[config.mk]
export PLATFORM = sky130hd
export DESIGN_NAME = event_log_ring_coalescing_top
export DESIGN_NICKNAME = d
export VERILOG_FILES = /design/src/hw/rtl/elrc_pkg.sv /design/src/hw/rtl/elrc_ram.sv /design/src/hw/rtl/elrc_ring_ctrl.sv /design/src/hw/rtl/event_log_ring_coalescing_top.sv
export SDC_FILE = /design/constraint.sdc
export NUM_CORES = 2
export LEC_CHECK = 0
export ABC_CLOCK_PERIOD_IN_PS = 13200
export BUFFER_PORTS_ARGS = -buffer_cell sky130_fd_sc_hd__buf_2
export CAP_MARGIN = 30
export CORE_AREA = 8 8 413 415
export CTS_BUF_LIST = sky130_fd_sc_hd__clkbuf_4 sky130_fd_sc_hd__clkbuf_8
export CTS_CLUSTER_SIZE = 25
export DETAILED_ROUTE_END_ITERATION = 8
export DIE_AREA = 0 0 421 423
export PLACE_DENSITY_LB_ADDON = 0.1
export SETUP_SLACK_MARGIN = 0.02
export SLEW_MARGIN = 20
export SYNTH_ARGS = -nofsm -noshare
export SYNTH_HDL_FRONTEND = slang
export SYNTH_SLANG_ARGS = --single-unit
[constraint.sdc]
create_clock -name clk -period 13.2 [get_ports clk]
set_clock_uncertainty 0.2 [all_clocks]
set_input_delay 2.64 -clock clk [delete_from_list [all_inputs] [get_ports clk]]
set_output_delay 2.64 -clock clk [all_outputs]
set_load 0.02 [all_outputs]
[src/hw/rtl/elrc_pkg.sv]
// Shared types and constants for the coalescing event log ring.
// No dependencies; elrc_ring_ctrl and the top level refer to this package by scoped names.
package elrc_pkg;

  // Default number of slots in the ring.
  localparam int LOG_DEPTH_DEF = 32;

  // Repeat counts stop rising at this value.
  localparam logic [7:0] REPEAT_LIMIT = 8'd250;

  // Width of the slot fields reported with every result.
  localparam int SLOT_W = 5;

  // Operation codes of an input item.
  typedef enum logic {
    OP_LOG  = 1'b0,
    OP_READ = 1'b1
  } op_t;

  // One input item as held in the input register.
  typedef struct packed {
    op_t         operation;
    logic [7:0]  event_code;
    logic [31:0] event_info;
    logic [31:0] event_time;
    logic [7:0]  read_index;
  } item_t;

  // One stored log entry, as kept in the RAM.
  typedef struct packed {
    logic [7:0]  code;
    logic [31:0] info;
    logic [31:0] event_time;
    logic [7:0]  repeats;
  } entry_t;

endpackage

[src/hw/rtl/elrc_ram.sv]
// Generic single-write, single-read RAM with a registered read port.
// No dependencies.
module elrc_ram #(
  parameter int WIDTH = 8,
  parameter int DEPTH = 32,
  localparam int ADDR_W = (DEPTH > 1) ? $clog2(DEPTH) : 1
) (
  input  logic              clk,
  input  logic              wr_en,
  input  logic [ADDR_W-1:0] wr_addr,
  input  logic [WIDTH-1:0]  wr_data,
  input  logic              rd_en,
  input  logic [ADDR_W-1:0] rd_addr,
  output logic [WIDTH-1:0]  rd_data
);

  logic [WIDTH-1:0] mem_r [DEPTH];
  logic [WIDTH-1:0] rd_data_r;

  // Write port.
  always_ff @(posedge clk) begin
    if (wr_en) begin
      mem_r[wr_addr] <= wr_data;
    end
  end

  // Registered read port; the data holds while no read is issued.
  always_ff @(posedge clk) begin
    if (rd_en) begin
      rd_data_r <= mem_r[rd_addr];
    end
  end

  assign rd_data = rd_data_r;

endmodule

[src/hw/rtl/elrc_ring_ctrl.sv]
// Ring control: pointers, per-slot valid bits, a copy of the newest entry for
// coalescing, and the write and read requests to the entry RAM. Uses elrc_pkg.
module elrc_ring_ctrl #(
  parameter int LOG_DEPTH = elrc_pkg::LOG_DEPTH_DEF,
  localparam int PTR_W = (LOG_DEPTH > 1) ? $clog2(LOG_DEPTH) : 1
) (
  input  logic                  clk,
  input  logic                  rst_n,
  input  logic                  item_vld,
  input  elrc_pkg::item_t       item,
  output logic                  wr_en,
  output logic [PTR_W-1:0]      wr_addr,
  output elrc_pkg::entry_t      wr_data,
  output logic                  rd_en,
  output logic [PTR_W-1:0]      rd_addr,
  output logic                  rd_hit,
  output logic [PTR_W-1:0]      oldest_ptr,
  output logic [PTR_W-1:0]      newest_ptr
);

  localparam logic [PTR_W:0] LAST     = (PTR_W+1)'(LOG_DEPTH - 1);
  localparam logic [7:0]     DEPTH_8  = 8'(LOG_DEPTH);

  logic [PTR_W-1:0]     oldest_r, oldest_nxt;
  logic [PTR_W-1:0]     newest_r, newest_nxt;
  logic [LOG_DEPTH-1:0] valid_r, valid_nxt;
  logic [7:0]           nw_code_r, nw_code_nxt;
  logic [31:0]          nw_info_r, nw_info_nxt;
  logic [7:0]           nw_rep_r, nw_rep_nxt;

  logic                 is_log;
  logic                 match;
  logic                 advance;
  logic [7:0]           rep_inc;
  logic [PTR_W:0]       n_ext;
  logic                 wrap;
  logic [PTR_W-1:0]     n_adv;
  logic [PTR_W:0]       o_ext;
  logic [PTR_W-1:0]     slot;

  // A log item with a non-zero code is the only thing that changes the ring.
  assign is_log  = item_vld && (item.operation == elrc_pkg::OP_LOG) &&
                   (item.event_code != 8'd0);
  assign match   = (nw_code_r == item.event_code) && (nw_info_r == item.event_info);
  assign advance = is_log && !match && valid_r[0];
  assign rep_inc = (nw_rep_r < elrc_pkg::REPEAT_LIMIT) ? nw_rep_r + 8'd1 : nw_rep_r;

  // Next newest slot and the oldest pointer it pushes along.
  always_comb begin
    n_ext = {1'b0, newest_r} + (PTR_W+1)'(1);
    wrap  = (n_ext > LAST);
    n_adv = wrap ? '0 : n_ext[PTR_W-1:0];
    o_ext = wrap ? (PTR_W+1)'(1) : {1'b0, oldest_r};
    if (o_ext == {1'b0, n_adv}) begin
      o_ext = o_ext + (PTR_W+1)'(1);
    end
    if (o_ext > LAST) begin
      o_ext = '0;
    end
  end

  assign slot = advance ? n_adv : newest_r;

  // Register updates and the RAM write for a log item.
  always_comb begin
    oldest_nxt  = oldest_r;
    newest_nxt  = newest_r;
    valid_nxt   = valid_r;
    nw_code_nxt = nw_code_r;
    nw_info_nxt = nw_info_r;
    nw_rep_nxt  = nw_rep_r;
    wr_en       = 1'b0;
    wr_addr     = newest_r;
    wr_data.code       = item.event_code;
    wr_data.info       = item.event_info;
    wr_data.event_time = item.event_time;
    wr_data.repeats    = 8'd0;
    if (is_log) begin
      wr_en = 1'b1;
      if (match) begin
        // Duplicate of the newest entry: count it and refresh its time.
        wr_data.repeats = rep_inc;
        nw_rep_nxt      = rep_inc;
      end else begin
        // New entry in the next slot, or in slot 0 while the ring is empty.
        wr_addr         = slot;
        newest_nxt      = slot;
        if (advance) begin
          oldest_nxt = o_ext[PTR_W-1:0];
        end
        valid_nxt[slot] = 1'b1;
        nw_code_nxt     = item.event_code;
        nw_info_nxt     = item.event_info;
        nw_rep_nxt      = 8'd0;
      end
    end
  end

  // Read lookup: the slot must exist and hold an event.
  assign rd_en   = item_vld && (item.operation == elrc_pkg::OP_READ);
  assign rd_addr = item.read_index[PTR_W-1:0];
  assign rd_hit  = rd_en && (item.read_index < DEPTH_8) && valid_r[rd_addr];

  always_ff @(posedge clk) begin
    if (!rst_n) begin
      oldest_r  <= '0;
      newest_r  <= '0;
      valid_r   <= '0;
      nw_code_r <= 8'd0;
    end else begin
      oldest_r  <= oldest_nxt;
      newest_r  <= newest_nxt;
      valid_r   <= valid_nxt;
      nw_code_r <= nw_code_nxt;
    end
  end

  // Payload copy of the newest entry; only compared once its code is set.
  always_ff @(posedge clk) begin
    nw_info_r <= nw_info_nxt;
    nw_rep_r  <= nw_rep_nxt;
  end

  assign oldest_ptr = oldest_r;
  assign newest_ptr = newest_r;

endmodule

[src/hw/rtl/event_log_ring_coalescing_top.sv]
// Top level of the coalescing event log ring.
// Uses elrc_pkg, elrc_ring_ctrl and elrc_ram.

// The block takes one item in every clock cycle (busy is high only during
// reset) and gives exactly one result per item: the item first sits in the
// input register, where the ring control and RAM write or read address are
// worked out, and then passes through the RAM's registered read.
// out_strobe marks the result for a single cycle and cannot be held off.
// A log item reports only the oldest and newest slots as they stand after it;
// a read item also returns the stored entry, or zeros with out_entry_valid low
// if the index is out of range or the slot is empty. The store counts as empty
// straight after reset through per-slot valid flops, so no clearing pass runs.
module event_log_ring_coalescing_top #(
  parameter int LOG_DEPTH = elrc_pkg::LOG_DEPTH_DEF
) (
  input  logic        clk,
  input  logic        rst_n,
  input  logic        start,
  output logic        busy,
  input  logic        in_operation,
  input  logic [7:0]  in_event_code,
  input  logic [31:0] in_event_info,
  input  logic [31:0] in_event_time,
  input  logic [7:0]  in_read_index,
  output logic        out_strobe,
  output logic        out_entry_valid,
  output logic [7:0]  out_entry_code,
  output logic [31:0] out_entry_info,
  output logic [31:0] out_entry_time,
  output logic [7:0]  out_entry_repeats,
  output logic [elrc_pkg::SLOT_W-1:0] out_oldest_slot,
  output logic [elrc_pkg::SLOT_W-1:0] out_newest_slot
);

  localparam int PTR_W = (LOG_DEPTH > 1) ? $clog2(LOG_DEPTH) : 1;

  elrc_pkg::item_t  item_r, item_nxt;
  logic             item_vld_r;
  logic             out_vld_r;
  logic             rd_hit_r;

  logic             wr_en;
  logic [PTR_W-1:0] wr_addr;
  elrc_pkg::entry_t wr_data;
  logic             rd_en;
  logic [PTR_W-1:0] rd_addr;
  logic             rd_hit;
  logic [PTR_W-1:0] oldest_ptr;
  logic [PTR_W-1:0] newest_ptr;
  elrc_pkg::entry_t rd_data;

  // Every cycle outside reset can take an item.
  assign busy = !rst_n;

  // Input register.
  always_comb begin
    item_nxt.operation  = elrc_pkg::op_t'(in_operation);
    item_nxt.event_code = in_event_code;
    item_nxt.event_info = in_event_info;
    item_nxt.event_time = in_event_time;
    item_nxt.read_index = in_read_index;
  end

  always_ff @(posedge clk) begin
    item_r <= item_nxt;
  end

  // Item and result strobes.
  always_ff @(posedge clk) begin
    if (!rst_n) begin
      item_vld_r <= 1'b0;
      out_vld_r  <= 1'b0;
      rd_hit_r   <= 1'b0;
    end else begin
      item_vld_r <= start && !busy;
      out_vld_r  <= item_vld_r;
      rd_hit_r   <= rd_hit;
    end
  end

  elrc_ring_ctrl #(
    .LOG_DEPTH (LOG_DEPTH)
  ) u_ctrl (
    .clk        (clk),
    .rst_n      (rst_n),
    .item_vld   (item_vld_r),
    .item       (item_r),
    .wr_en      (wr_en),
    .wr_addr    (wr_addr),
    .wr_data    (wr_data),
    .rd_en      (rd_en),
    .rd_addr    (rd_addr),
    .rd_hit     (rd_hit),
    .oldest_ptr (oldest_ptr),
    .newest_ptr (newest_ptr)
  );

  elrc_ram #(
    .WIDTH ($bits(elrc_pkg::entry_t)),
    .DEPTH (LOG_DEPTH)
  ) u_ram (
    .clk     (clk),
    .wr_en   (wr_en),
    .wr_addr (wr_addr),
    .wr_data (wr_data),
    .rd_en   (rd_en),
    .rd_addr (rd_addr),
    .rd_data (rd_data)
  );

  // Result fields; entry fields are zero unless a read found an event.
  assign out_strobe        = out_vld_r;
  assign out_entry_valid   = rd_hit_r;
  assign out_entry_code    = rd_hit_r ? rd_data.code       : 8'd0;
  assign out_entry_info    = rd_hit_r ? rd_data.info       : 32'd0;
  assign out_entry_time    = rd_hit_r ? rd_data.event_time : 32'd0;
  assign out_entry_repeats = rd_hit_r ? rd_data.repeats    : 8'd0;

  // The pointers were updated at the edge that produced this result.
  assign out_oldest_slot = elrc_pkg::SLOT_W'(oldest_ptr);
  assign out_newest_slot = elrc_pkg::SLOT_W'(newest_ptr);

`ifndef SYNTH
  // Both pointers stay inside the ring.
  a_ptr_range: assert property (@(posedge clk) disable iff (!rst_n)
    ((32'(oldest_ptr) < LOG_DEPTH) && (32'(newest_ptr) < LOG_DEPTH)))
    else $error("ring pointer beyond LOG_DEPTH");

  // A valid read never returns an empty code or an over-limit count.
  a_valid_entry: assert property (@(posedge clk) disable iff (!rst_n)
    out_entry_valid |-> (out_entry_code != 8'd0) &&
                        (out_entry_repeats <= elrc_pkg::REPEAT_LIMIT))
    else $error("valid entry with empty code or repeat overflow");

  // A read hit at the lookup is followed in the next cycle by a result strobe with a valid entry.
  a_hit_follows_read: assert property (@(posedge clk) disable iff (!rst_n)
    rd_hit |=> out_strobe && out_entry_valid)
    else $error("read hit lost between lookup and result");
`endif

endmodule
==> impl_metrics.toml <==
[clock_tree]
cts_max_level = 5
clkLatencyLatePin_ns = 1.09
clkSinkCount = 2814
cts_setup_buffers = 0
clockBufferDepth = 4
cts-buffers-inserted = 440
root_buffer = "clkbuf_8"
cts_resized = 0
cts_hold_buf = 0
cts_tree = "done"
clk_pin_slew_worst_paths_ns = 0.06

[synthesis]
synth_ff_type = "edfxtp_1"
yosys_warnings = 0
synth_seq_cells = 2814
synth_commonest_cells = "edfxtp_1 (2680), mux4_2 (811), clkbuf_1 (145), dfxtp_1 (134), and2_1 (88)"
yosysMostFrequentCell = "edfxtp_1"
synth_fp_nets = 4452
synth-async-reset-ratio_pct = 0
ys_types = 58
synth_top_area_share_pct = 76.0
post-synth-top-area-cell = "edfxtp_1"
seq_area_frac_synth_pct = 78.5
syn_area_per_cell_um2 = 24.3
syn_area_um2 = 106000
syn_inst = 4365
netlist_top_cells_area = "edfxtp_1 (76%), mux4_2 (17%), dfxtp_1 (2.5%)"
synth_edf_count = 2680

[route]
dr.first_iter.drc_count = 5609
post-route-drc-count = 0
vias_per_cell = 6.58
routed_wl_um = 245000
vias = 49291
firstDrtPassIters = 5
final_antenna_net_count = 0
post_drt_wl_per_cell_um = 32.7

[floorplanning]
chipHeight_um = 423
dieWidth_um = 421
fp.coreArea_um2 = 164000
start_util_pct = 64.6
die_area_um2 = 178000
boundaryPins = 177
row_count = 149

[worst_setup_path]
required_ns = 10.36
critPathLaunchType = "input pin"
worstPathMaxFanout = 41
arrival_ns = 4.34
worstSetupPathType = "input pin to primary output"
end_kind = "primary output"

[sta]
rsz0062_at_grt = "no"
slew_headroom_pct = 27.3
tightest_slew_ns = 1.09
setup_violations = 0
finalCritPeriodShare_pct = 54.4
fmax_mhz = 139
setup_tns_ns = 0
fin_crit_ns = 7.18
hold_violations = 0
drv_slew = 0

[power_and_ir_drop]
power.share.sequential_pct = 55.0
combPwrFrac_pct = 3.8
vdd.ir_drop.worst_uv = 113
clockPowerShare_pct = 41.2
cellLeakagePower_nw = 38.2
p_int_mw = 14.2
power_density_nw_per_um2 = 149
p_total_mw = 17.9
p_sw_mw = 3.69
swShare_pct = 20.6

[layout]
final_cell_area_um2 = 120000
fillers = 9108
finalNonFillerCells = 7489
layout.nets = 5028
drive_gt1_share_pct = 38.4
area_growth_pct = 13.1

[placed_design]
placed_cell_area_um2 = 111000
dp_hpwl_um = 130000
portBuffers = 176
gp_congestion = 0.795
placed_cells = 6674

[worst_hold_path]
hold_class = "register to register"

[flow_run]
max_cap_violations = 0

[grt]
grt.total_usage_pct = 27.4
gr-total-overflow = 0
grt_antenna_before_repair = 8
first_global_vias = 50939
grt_pass1_wl_um = 355000
grt_max_degree = 133

[outcome]
status = "finished clean"
==> per-stage QoR <==
stage	utilization [%]	hold WS, ns	worst slack (ns)
floorplan	-	0.220	1.58
global placement	67.2	0.229	6.09
detailed placement	67.5	0.237	6.04
CTS	73.0	0.251	6.05
global route	73.1	0.274	5.95
finish	73.1	0.254	6.02
==> cells by family (layout without fill, tap and decap cells) <==
family          after synthesis  count (layout)  share of synthesized area (%)
flops                      2814            2814                           78.5
mux                         910             910                           18.3
simple gates                275             275                           1.35
buf+inv                     229            1162                          0.859
compound gates               84              84                          0.558
xor+xnor                     50              50                          0.413
fa+ha+maj                     3               3                         0.0354
other cells                   0               2                              0
==> layer usage <==
layer / global-route usage [%] / share of wire (%) / vias to the layer above / wire length [um]
met2: 44.7 / 50 / 2442 / 122000
li1: - / - / 19921 / -
met3: 4.75 / 7.6 / 408 / 18600
met5: 0 / 0.016 / - / 39
met4: 8.23 / 3.1 / 6 / 7510
met1: 39.2 / 40 / 26514 / 97000
==> flip-flops by register name (all words and copies together) (netlist names) <==
signal,count
u_ctrl.nw_rep_r,8
u_ctrl.oldest_ptr,5
out_strobe,1
u_ctrl.nw_info_r,32
item_vld_r,1
u_ctrl.valid_r,32
u_ram.mem_r,2560
u_ram.rd_data,80
item_r,81
out_entry_valid,1
u_ctrl.newest_ptr,5
u_ctrl.nw_code_r,8
==> final timing paths <==
check	startpoint	endpoint	slack, ns	cells after the start
max reg2reg	item_r[45]$_DFF_P_	u_ram.mem_r[9][29]$_DFFE_PP_	6.84	10
max	rst_n	busy	6.02	3
min reg2reg	u_ctrl.valid_r[14]$_SDFFE_PN0N_	u_ctrl.valid_r[14]$_SDFFE_PN0N_	0.25	2
min	u_ctrl.valid_r[14]$_SDFFE_PN0N_	u_ctrl.valid_r[14]$_SDFFE_PN0N_	0.25	2
==> power groups by stage <==
stage	Sequential (mW)	Combinational [mW]	Clock, mW
2_1_floorplan	10.0	0.412	0
3_3_place_gp	10.1	0.633	0
3_5_place_dp	10.1	0.669	0
4_1_cts	9.86	0.672	7.48
5_1_grt	9.85	0.709	7.87
6_report	9.85	0.673	7.37
==> cell usage in the layout (no fill, tap or decap), drive strengths merged, types with 12 or more instances in the layout <==
cell and instances:
a21oi 12, and2 90, buf 356, bufinv 16, clkbuf 635, clkinv 144
dfxtp 134, edfxtp 2680, mux2 82, mux2i 17, mux4 811, nand2 60
nand3 15, nor2 50, nor3 17, nor4 12, o21ai 32, xor2 43
==> final cells by class <==
cell class              count  area, um2  area share [%]
diodes                      2       5.00         0.00418
clock buffers             635       7810            6.52
clock inverters           164       1140           0.955
inverters                   7       31.3          0.0261
multi-input cells        1322      22100            18.4
flip-flops and latches   2814      83200            69.4
well taps                2189       2740            2.29
repair buffers            356       2790            2.33
==> worst max-delay path, stage by stage <==
cell and delay, ns:
buf_2 0.56, clkinv_1 0.75, buf_2 0.38
(Power assumes the default switching activity.)
